### config.mk
export PLATFORM = sky130hd
export DESIGN_NAME = stream_access_unit_assembler_top_flat
export DESIGN_NICKNAME = d
export VERILOG_FILES = /design/src/rtl/sau_pkg.sv /design/src/rtl/sau_ifs.sv /design/src/rtl/sau_in_stage.sv /design/src/rtl/sau_core.sv /design/src/rtl/sau_out_stage.sv /design/src/rtl/stream_access_unit_assembler_top.sv /design/src/flat_wrapper.sv
export VERILOG_INCLUDE_DIRS = /design/src /design/src/rtl
export SDC_FILE = /design/constraint.sdc
export NUM_CORES = 2
export LEC_CHECK = 0
export ABC_AREA = 0
export BUFFER_PORTS_ARGS = -buffer_cell sky130_fd_sc_hd__buf_2
export CAP_MARGIN = 10
export CELL_PAD_IN_SITES_DETAIL_PLACEMENT = 0
export CELL_PAD_IN_SITES_GLOBAL_PLACEMENT = 1
export CORE_ASPECT_RATIO = 0.9
export CORE_MARGIN = 1
export CORE_UTILIZATION = 40
export DETAILED_ROUTE_END_ITERATION = 7
export PLACE_DENSITY_LB_ADDON = 0.1
export SYNTH_ARGS = -nofsm -noshare
export SYNTH_HDL_FRONTEND = slang
export SYNTH_SLANG_ARGS = --single-unit
### constraint.sdc
create_clock -name clk -period 14.1 [get_ports clk]
set_input_delay 0 -clock clk [delete_from_list [all_inputs] [get_ports clk]]
set_output_delay 0 -clock clk [all_outputs]
set_load 0.01 [all_outputs]
### src/rtl/assert_macros.svh
// assertion macros shared by the stream access-unit assembler rtl
// expects signals clk and rst_n in the scope of every use
`ifndef ASSERT_MACROS_SVH
`define ASSERT_MACROS_SVH

// same-cycle implication, checked outside reset
`define SAU_ASSERT_IMP(lbl, ante, cons) \
    lbl: assert property (@(posedge clk) disable iff (!rst_n) (ante) |-> (cons)) \
        else $error("%m: assertion failed");

// next-cycle implication, checked outside reset
`define SAU_ASSERT_NXT(lbl, ante, cons) \
    lbl: assert property (@(posedge clk) disable iff (!rst_n) (ante) |=> (cons)) \
        else $error("%m: assertion failed");

`endif

### src/rtl/sau_pkg.sv
// types and constants of the stream access-unit assembler
// no dependencies

package sau_pkg;

    // width of the running unit length and of the statistics counters
    localparam int LEN_BITS   = 24;
    localparam int COUNT_BITS = 32;

    // limit register holds 24 bits, limit arithmetic wide enough for both
    localparam int LIM_W = (LEN_BITS > 24) ? LEN_BITS : 24;
    localparam int SUM_W = LIM_W + 1;

    localparam logic [23:0] MAX_BYTES_RESET = 24'd1048576;
    localparam logic [7:0]  GAP_LIMIT       = 8'd128;

    // result status codes
    localparam logic [1:0] ST_MORE      = 2'd0;
    localparam logic [1:0] ST_READY     = 2'd1;
    localparam logic [1:0] ST_MALFORMED = 2'd2;

    // statistics counter slots
    localparam int CNT_PACKETS   = 0;
    localparam int CNT_BYTES     = 1;
    localparam int CNT_MALFORMED = 2;
    localparam int CNT_DROPPED   = 3;
    localparam int CNT_COMPLETED = 4;
    localparam int CNT_LOST      = 5;
    localparam int CNT_REORDER   = 6;
    localparam int NUM_CNT       = 7;

    typedef struct packed {
        logic               payload_present;
        logic [63:0]        stream_ident;
        logic [47:0]        source_address;
        logic [7:0]         seq_number;
        logic [15:0]        payload_length;
        logic               end_marker;
        logic [31:0]        media_time;
        logic               media_time_valid;
        logic signed [63:0] capture_time;
    } item_t;

    typedef struct packed {
        logic [1:0]         status;
        logic [23:0]        unit_length;
        logic [31:0]        unit_media_time;
        logic               unit_media_time_valid;
        logic signed [63:0] unit_capture_time;
        logic [31:0]        packet_count;
        logic [31:0]        byte_count;
        logic [31:0]        malformed_count;
        logic [31:0]        dropped_unit_count;
        logic [31:0]        completed_unit_count;
        logic [31:0]        lost_count;
        logic [31:0]        reorder_count;
    } result_t;

endpackage

### src/rtl/sau_ifs.sv
// valid/ready channel interfaces of the stream access-unit assembler
// depends on sau_pkg

interface sau_item_if;
    logic           valid;
    logic           ready;
    sau_pkg::item_t item;

    modport source (output valid, output item, input ready);
    modport sink   (input valid, input item, output ready);
endinterface

interface sau_result_if;
    logic             valid;
    logic             ready;
    sau_pkg::result_t res;

    modport source (output valid, output res, input ready);
    modport sink   (input valid, input res, output ready);
endinterface

interface sau_cfg_if;
    logic        valid;
    logic        ready;
    logic [23:0] max_unit_bytes;

    modport source (output valid, output max_unit_bytes, input ready);
    modport sink   (input valid, input max_unit_bytes, output ready);
endinterface

### src/rtl/sau_in_stage.sv
// input register of the assembler: holds one packet beat for the core
// depends on sau_pkg and sau_ifs

module sau_in_stage (
    input  logic            clk,
    input  logic            rst_n,
    sau_item_if.sink        packet,
    input  logic            take,
    output logic            valid,
    output sau_pkg::item_t  item
);

    logic           valid_reg;
    logic           valid_next;
    sau_pkg::item_t item_reg;
    logic           load;

    assign packet.ready = !valid_reg || take;
    assign load         = packet.valid && packet.ready;
    assign valid_next   = load || (valid_reg && !take);

    always_ff @(posedge clk or negedge rst_n)
    begin
        if (!rst_n)
        begin
            valid_reg <= 1'b0;
        end
        else
        begin
            valid_reg <= valid_next;
        end
    end

    always_ff @(posedge clk)
    begin
        if (load)
        begin
            item_reg <= packet.item;
        end
    end

    assign valid = valid_reg;
    assign item  = item_reg;

endmodule

### src/rtl/sau_core.sv
// tracking core: stream, sequence and unit length state, statistics counters
// and the size-limit register; depends on sau_pkg, sau_ifs, assert_macros.svh

`include "assert_macros.svh"

module sau_core (
    input  logic              clk,
    input  logic              rst_n,
    sau_cfg_if.sink           cfg,
    input  logic              fire,
    input  sau_pkg::item_t    item,
    output sau_pkg::result_t  result
);

    logic [23:0]                   max_bytes_reg;
    logic                          stream_known_reg, stream_known_next;
    logic [63:0]                   cur_stream_reg, cur_stream_next;
    logic [47:0]                   cur_source_reg, cur_source_next;
    logic                          seq_known_reg, seq_known_next;
    logic [7:0]                    next_seq_reg, next_seq_next;
    logic [sau_pkg::LEN_BITS-1:0]  partial_reg, partial_next;
    logic [sau_pkg::COUNT_BITS-1:0] cnt_reg  [sau_pkg::NUM_CNT];
    logic [sau_pkg::COUNT_BITS-1:0] cnt_next [sau_pkg::NUM_CNT];

    logic [sau_pkg::LIM_W-1:0]     lim_raw;
    logic [sau_pkg::LIM_W-1:0]     lim_cap;
    logic [sau_pkg::LIM_W-1:0]     limit;
    logic                          no_payload;
    logic                          new_stream;
    logic [sau_pkg::LEN_BITS-1:0]  part_base;
    logic [sau_pkg::SUM_W-1:0]     sum;
    logic                          over;
    logic [7:0]                    gap;

    assign cfg.ready = 1'b1;

    // effective limit: zero acts as one, capped to what the length holds
    assign lim_cap = {sau_pkg::LIM_W{1'b1}} >> (sau_pkg::LIM_W - sau_pkg::LEN_BITS);
    assign lim_raw = (max_bytes_reg == 24'd0) ? sau_pkg::LIM_W'(1)
                                              : sau_pkg::LIM_W'(max_bytes_reg);
    assign limit   = (lim_raw > lim_cap) ? lim_cap : lim_raw;

    assign no_payload = !item.payload_present || (item.payload_length == 16'd0);
    assign new_stream = !stream_known_reg || (item.stream_ident != cur_stream_reg)
                        || (item.source_address != cur_source_reg);
    assign part_base  = new_stream ? '0 : partial_reg;
    assign sum        = sau_pkg::SUM_W'(part_base) + sau_pkg::SUM_W'(item.payload_length);
    assign over       = sum > sau_pkg::SUM_W'(limit);
    assign gap        = item.seq_number - next_seq_reg;

    always_comb
    begin
        stream_known_next = stream_known_reg;
        cur_stream_next   = cur_stream_reg;
        cur_source_next   = cur_source_reg;
        seq_known_next    = seq_known_reg;
        next_seq_next     = next_seq_reg;
        partial_next      = partial_reg;
        for (int i = 0; i < sau_pkg::NUM_CNT; i++)
        begin
            cnt_next[i] = cnt_reg[i];
        end
        result = '0;

        cnt_next[sau_pkg::CNT_PACKETS] = cnt_reg[sau_pkg::CNT_PACKETS] + 1'b1;
        cnt_next[sau_pkg::CNT_BYTES]   = cnt_reg[sau_pkg::CNT_BYTES]
                                         + sau_pkg::COUNT_BITS'(item.payload_length);

        if (no_payload)
        begin
            cnt_next[sau_pkg::CNT_MALFORMED] = cnt_reg[sau_pkg::CNT_MALFORMED] + 1'b1;
            result.status = sau_pkg::ST_MALFORMED;
        end
        else
        begin
            // stream change drops whatever was being built
            if (new_stream)
            begin
                if (stream_known_reg && (partial_reg != '0))
                begin
                    cnt_next[sau_pkg::CNT_DROPPED] = cnt_reg[sau_pkg::CNT_DROPPED] + 1'b1;
                end
                stream_known_next = 1'b1;
                cur_stream_next   = item.stream_ident;
                cur_source_next   = item.source_address;
            end

            if (!new_stream && seq_known_reg && (item.seq_number != next_seq_reg))
            begin
                if (gap < sau_pkg::GAP_LIMIT)
                begin
                    cnt_next[sau_pkg::CNT_LOST] = cnt_reg[sau_pkg::CNT_LOST]
                                                  + sau_pkg::COUNT_BITS'(gap);
                end
                else
                begin
                    cnt_next[sau_pkg::CNT_REORDER] = cnt_reg[sau_pkg::CNT_REORDER] + 1'b1;
                end
            end
            next_seq_next  = item.seq_number + 8'd1;
            seq_known_next = 1'b1;

            if (over)
            begin
                // after a stream change part_base is zero, so dropped bumps once at most
                if (part_base != '0)
                begin
                    cnt_next[sau_pkg::CNT_DROPPED] = cnt_reg[sau_pkg::CNT_DROPPED] + 1'b1;
                end
                partial_next = '0;
                cnt_next[sau_pkg::CNT_MALFORMED] = cnt_reg[sau_pkg::CNT_MALFORMED] + 1'b1;
                result.status = sau_pkg::ST_MALFORMED;
            end
            else if (item.end_marker)
            begin
                result.status                = sau_pkg::ST_READY;
                result.unit_length           = 24'(sum);
                result.unit_media_time       = item.media_time;
                result.unit_media_time_valid = item.media_time_valid;
                result.unit_capture_time     = item.capture_time;
                cnt_next[sau_pkg::CNT_COMPLETED] = cnt_reg[sau_pkg::CNT_COMPLETED] + 1'b1;
                partial_next = '0;
            end
            else
            begin
                partial_next = sau_pkg::LEN_BITS'(sum);
            end
        end

        result.packet_count         = 32'(cnt_next[sau_pkg::CNT_PACKETS]);
        result.byte_count           = 32'(cnt_next[sau_pkg::CNT_BYTES]);
        result.malformed_count      = 32'(cnt_next[sau_pkg::CNT_MALFORMED]);
        result.dropped_unit_count   = 32'(cnt_next[sau_pkg::CNT_DROPPED]);
        result.completed_unit_count = 32'(cnt_next[sau_pkg::CNT_COMPLETED]);
        result.lost_count           = 32'(cnt_next[sau_pkg::CNT_LOST]);
        result.reorder_count        = 32'(cnt_next[sau_pkg::CNT_REORDER]);
    end

    always_ff @(posedge clk or negedge rst_n)
    begin
        if (!rst_n)
        begin
            max_bytes_reg    <= sau_pkg::MAX_BYTES_RESET;
            stream_known_reg <= 1'b0;
            cur_stream_reg   <= '0;
            cur_source_reg   <= '0;
            seq_known_reg    <= 1'b0;
            next_seq_reg     <= '0;
            partial_reg      <= '0;
            for (int i = 0; i < sau_pkg::NUM_CNT; i++)
            begin
                cnt_reg[i] <= '0;
            end
        end
        else
        begin
            if (cfg.valid)
            begin
                max_bytes_reg <= cfg.max_unit_bytes;
            end
            if (fire)
            begin
                stream_known_reg <= stream_known_next;
                cur_stream_reg   <= cur_stream_next;
                cur_source_reg   <= cur_source_next;
                seq_known_reg    <= seq_known_next;
                next_seq_reg     <= next_seq_next;
                partial_reg      <= partial_next;
                for (int i = 0; i < sau_pkg::NUM_CNT; i++)
                begin
                    cnt_reg[i] <= cnt_next[i];
                end
            end
        end
    end

    `SAU_ASSERT_NXT(a_ready_clears_unit, fire && (result.status == sau_pkg::ST_READY), partial_reg == '0)
    `SAU_ASSERT_IMP(a_unit_fields_quiet, fire && (result.status != sau_pkg::ST_READY), (result.unit_length == 24'd0) && !result.unit_media_time_valid)
    `SAU_ASSERT_NXT(a_packet_count_steps, fire, cnt_reg[sau_pkg::CNT_PACKETS] == $past(cnt_reg[sau_pkg::CNT_PACKETS]) + 1'b1)

endmodule

### src/rtl/sau_out_stage.sv
// result register of the assembler: holds one result beat until taken
// depends on sau_pkg and sau_ifs

module sau_out_stage (
    input  logic              clk,
    input  logic              rst_n,
    input  logic              load,
    input  sau_pkg::result_t  res,
    output logic              free,
    sau_result_if.source      result
);

    logic             valid_reg;
    logic             valid_next;
    sau_pkg::result_t res_reg;

    assign free       = !valid_reg || result.ready;
    assign valid_next = load || (valid_reg && !result.ready);

    always_ff @(posedge clk or negedge rst_n)
    begin
        if (!rst_n)
        begin
            valid_reg <= 1'b0;
        end
        else
        begin
            valid_reg <= valid_next;
        end
    end

    always_ff @(posedge clk)
    begin
        if (load)
        begin
            res_reg <= res;
        end
    end

    assign result.valid = valid_reg;
    assign result.res   = res_reg;

endmodule

### src/rtl/stream_access_unit_assembler_top.sv
// top level of the stream access-unit assembler
// depends on sau_pkg, sau_ifs, sau_in_stage, sau_core, sau_out_stage, assert_macros.svh

// Tracks packet descriptors of a media stream and reports, for every packet
// beat, one result beat: need more, unit ready (with the unit length and the
// timestamps of the completing packet) or malformed, plus seven statistics
// counters as they stand after that packet. A packet beat is registered on
// acceptance in the input register, is evaluated against the stream, sequence
// and length state once the result register has room, and its result is then
// registered there and offered as the result beat. One packet beat is accepted
// every cycle as long as results are taken; the rate is set by the state update
// in the core, whose next state is combinational. If the result is not
// taken, the result register and the input register each hold one beat and
// the packet channel then stalls. The size limit is written through the
// configuration channel (always ready) and must only be changed while no
// packet is in flight. There is no clearing pass after reset.

`include "assert_macros.svh"

module stream_access_unit_assembler_top (
    input  logic          clk,
    input  logic          rst_n,
    sau_item_if.sink      packet,
    sau_result_if.source  result,
    sau_cfg_if.sink       cfg
);

    // input register outputs
    logic             in_valid;
    sau_pkg::item_t   in_item;

    // result register has room when empty or being drained this cycle
    logic             out_free;

    // core evaluates the held packet when the result can be stored
    logic             take;
    sau_pkg::result_t core_res;

    assign take = in_valid && out_free;

    sau_in_stage u_in_stage (
        .clk    (clk),
        .rst_n  (rst_n),
        .packet (packet),
        .take   (take),
        .valid  (in_valid),
        .item   (in_item)
    );

    sau_core u_core (
        .clk    (clk),
        .rst_n  (rst_n),
        .cfg    (cfg),
        .fire   (take),
        .item   (in_item),
        .result (core_res)
    );

    sau_out_stage u_out_stage (
        .clk    (clk),
        .rst_n  (rst_n),
        .load   (take),
        .res    (core_res),
        .free   (out_free),
        .result (result)
    );

    // packet side stalls only with both registers full and the result held
    `SAU_ASSERT_IMP(a_stall_only_when_full, !packet.ready, in_valid && result.valid && !result.ready)
    // an evaluated packet always shows up as a result beat next cycle
    `SAU_ASSERT_NXT(a_take_gives_result, take, result.valid)

endmodule
### src/flat_wrapper.sv
// flat-port wrapper written by rule: the top's interface ports become plain ports
module stream_access_unit_assembler_top_flat 
  (clk, rst_n, packet_valid, packet_item, packet_ready, result_valid, result_res, result_ready, cfg_valid, cfg_max_unit_bytes, cfg_ready);
  sau_item_if packet_i ();
  sau_result_if result_i ();
  sau_cfg_if cfg_i ();
  input  logic clk;
  input  logic rst_n;
  input wire logic [$bits(packet_i.valid)-1:0] packet_valid;
  input wire logic [$bits(packet_i.item)-1:0] packet_item;
  output wire logic [$bits(packet_i.ready)-1:0] packet_ready;
  output wire logic [$bits(result_i.valid)-1:0] result_valid;
  output wire logic [$bits(result_i.res)-1:0] result_res;
  input wire logic [$bits(result_i.ready)-1:0] result_ready;
  input wire logic [$bits(cfg_i.valid)-1:0] cfg_valid;
  input wire logic [$bits(cfg_i.max_unit_bytes)-1:0] cfg_max_unit_bytes;
  output wire logic [$bits(cfg_i.ready)-1:0] cfg_ready;
  assign packet_i.valid = packet_valid;
  assign packet_i.item = packet_item;
  assign packet_ready = packet_i.ready;
  assign result_valid = result_i.valid;
  assign result_res = result_i.res;
  assign result_i.ready = result_ready;
  assign cfg_i.valid = cfg_valid;
  assign cfg_i.max_unit_bytes = cfg_max_unit_bytes;
  assign cfg_ready = cfg_i.ready;
  stream_access_unit_assembler_top u_core (.clk(clk), .rst_n(rst_n), .packet(packet_i), .result(result_i), .cfg(cfg_i));
endmodule
==> results.ini <==
[outcome]
outcome = complete, no violations

[cells_and_area]
drive_gt1_share_pct = 21.4
fin_nets = 4768
regArea_um2 = 27400
nFillCells = 9229
multi_input_area_um2 = 14300
largest_reg_flops = 347
fin_util_pct = 52.8
area_delta_synth_final_pct = 31.0

[floorplan]
die_h_um = 311
fp-row-count = 113
die_area_um2 = 108000
dieWidth_um = 346
core-area_um2 = 105000
io_pins = 614
start_util_pct = 40.3

[sta]
post-route-period-util_pct = 57.9
setup_viol = 0
worst_pin_slew_ns = 1.07
min_period_ns = 8.17
final-hold-violation-count = 0
finalClockSkew_ns = 0.0223
rsz0062_at_grt = no
slew_headroom_pct = 28.9
drv_slew = 0
max_freq_ghz = 0.122
fin_setup_tns_ns = 0

[synth]
syn_area_per_cell_um2 = 12.9
synth.most_common_cell = edfxtp_1
ys_seq_area_share_pct = 64.5
synth_cell_type_count = 78
async_reset_ff_share_pct = 40.5
ys.flop_type = edfxtp_1
yosys-top-cells-count = edfxtp_1, dfrtp_1, xor2_1
syn-num-nets = 3632
yosysTopAreaCell = edfxtp_1
ys_top_cells_by_area = edfxtp_1, dfrtp_1, xor2_1
synth_edf_count = 582
synth_xor_area_share_pct = 10.5
netlist_instances = 3287
synth_fa_ha_area_share_pct = 2.46
synth_mux_area_share_pct = 3.02
yosysWarnings = 0
synthesis.area_um2 = 42500
ys_ff_latch = 978
synth_top_family_by_area = simple AND/OR/NAND/NOR gates
synth_top_area_share_pct = 41.1
synth_compound_area_share_pct = 3.37
synth_simple_gate_area_share_pct = 14.2

[detailed_routing]
drt-pass1-iter-count = 5
wl_um = 109000
wl_per_cell_um = 18.5
ant_nets = 0
drt_first_iter_violations = 1638
drc = 0
vias = 28400
vias_per_cell = 4.82

[power]
p_total_w = 0.00761
power.density_nw_per_um2 = 137
ir_drop_mv = 0.101
p_leak_nw = 24.0

[cts]
htreeDepth = 3
clock-root-buffer = clkbuf_16
clock_latency_ns = 0.70
cts_num_sinks = 978
post-cts-setup-buffer-count = 0
clk_pin_slew_ns = 0.06
ctsHoldBuffers = 497
cts_tree = yes
cts_resized = 0
cts_buffers = 105
clk_path_buf_depth = 3

[setup_path]
slowest_stage = buf_4
arrival_ns = 8.60
path_common_cell = nor2_1
end_kind = flop
worstPathRequired_ns = 14.54
cpPeakStageDelay_ns = 0.67
cp_max_fo = 72
worstSetupPathType = reg2reg
start_kind = flop

[placed_design]
gp_congestion = 0.796
post-dp-hpwl_um = 73700
io_buffers = 612

[global_route]
grt_usage_pct = 20.2
grt.overflow.total = 0
antenna_found_initial = 15
grt_pass1_vias = 29000
grt_max_degree = 133
grt_pass1_wl_um = 170000

[flow_run]
max_cap_violations = 0

[worst_hold_path]
hp-class = in2reg

## layout by cell type, fill, tap and decap left out, types with 27 or more instances in the layout
cell type | synthesis | final
edfxtp_1 | 582 | 582
clkbuf_16 | 0 | 106
nand4_1 | 89 | 89
nor4_1 | 48 | 48
xnor2_1 | 245 | 245
nand2b_1 | 50 | 50
o21ai_0 | 77 | 77
nor2_1 | 217 | 216
nand3_1 | 143 | 143
mux2_2 | 114 | 114
dlygate4sd3_1 | 0 | 497
nor2b_1 | 27 | 27
a21oi_1 | 45 | 45
and2_1 | 135 | 134
nand2_1 | 260 | 258
nor3_1 | 74 | 74
ha_1 | 77 | 77
buf_2 | 29 | 611
inv_1 | 98 | 98
xor2_1 | 265 | 265
and3_1 | 58 | 58
dfrtp_1 | 395 | 395
## worst max-delay path, delay by kind of cell, from the launching register on
family                   cells  cell delay, ns
XOR/XNOR                     2            0.32
AO/OA/AOI/OAI                7            1.79
AND/OR/NAND/NOR             13            2.72
buffers and inverters        4            1.59
adder cells (fa/ha/maj)      2            0.57
flip-flops                   1            0.43
multiplexers                 1            0.41
## kinds of logic after synthesis
kind of cell	count (synthesis)
and+or+nand+nor	1177
DFF	978
xor gates and xnor gates	510
AOI/OAI and AO/OA	219
buffers and inverters	207
muxes	114
adders and majority gates	81
other	1
## worst paths after layout
kind                                                    startpoint                                           end  slack (ns)  depth (start not counted)
max                          u_core.u_in_stage.item[223]$_DFFE_PP_   u_core.u_out_stage.result.res[65]$_DFFE_PP_        5.93                         29
min                                                packet_item[73]          u_core.u_in_stage.item[73]$_DFFE_PP_        0.05                          2
max reg2reg                  u_core.u_in_stage.item[223]$_DFFE_PP_   u_core.u_out_stage.result.res[65]$_DFFE_PP_        5.93                         29
min reg2reg                u_core.u_core.seq_known_reg$_DFFE_PN0P_       u_core.u_core.seq_known_reg$_DFFE_PN0P_        0.47                          1
max in group asynchronous                                    rst_n  u_core.u_core.cur_stream_reg[39]$_DFFE_PN0P_       11.32                          6
min in group asynchronous                                    rst_n        u_core.u_core.cnt_reg[197]$_DFFE_PN0P_        0.48                          4
## through the flow
stage / hold slack (ns) / cell area, um^2 / setup WS [ns] / cells
global route: 0.0176 / 55700 / 5.32 / 5899
floorplan: -0.296 / 42500 / 2.58 / 3287
finish: 0.0480 / 55700 / 5.93 / 5902
CTS: 0.000145 / 55600 / 5.87 / 5892
global placement: -0.00302 / 47100 / 6.07 / 5198
detailed placement: -0.0127 / 47100 / 5.91 / 5198
## area by class of cell
cell class / instances / share of cell area [%]
inverters: 101 / 0.699
multi-input cells: 2102 / 25.7
well taps: 1380 / 3.10
clock inverters: 56 / 1.21
flip-flops and latches: 978 / 49.2
repair buffers: 1135 / 14.9
clock buffers: 141 / 5.22
diodes: 9 / 0.0405
## layer usage
layer	part of all wire (%)	routed length (um)	track usage, %	vias to the layer above
li1	-	-	-	13900
met1	46	50500	27.9	13800
met2	47	51400	32.8	589
met3	4.6	5040	4.14	140
met4	2.0	2190	4.66	12
met5	0.072	79	0	-
## power breakdown
part           internal [W]  switching [W]  total [W]
sequential          0.00339       0.000176    0.00357
combinational      0.000538       0.000647    0.00118
clock               0.00167        0.00118    0.00285
total               0.00561        0.00200    0.00761
No activity file was read; power rests on OpenSTA's default activity.
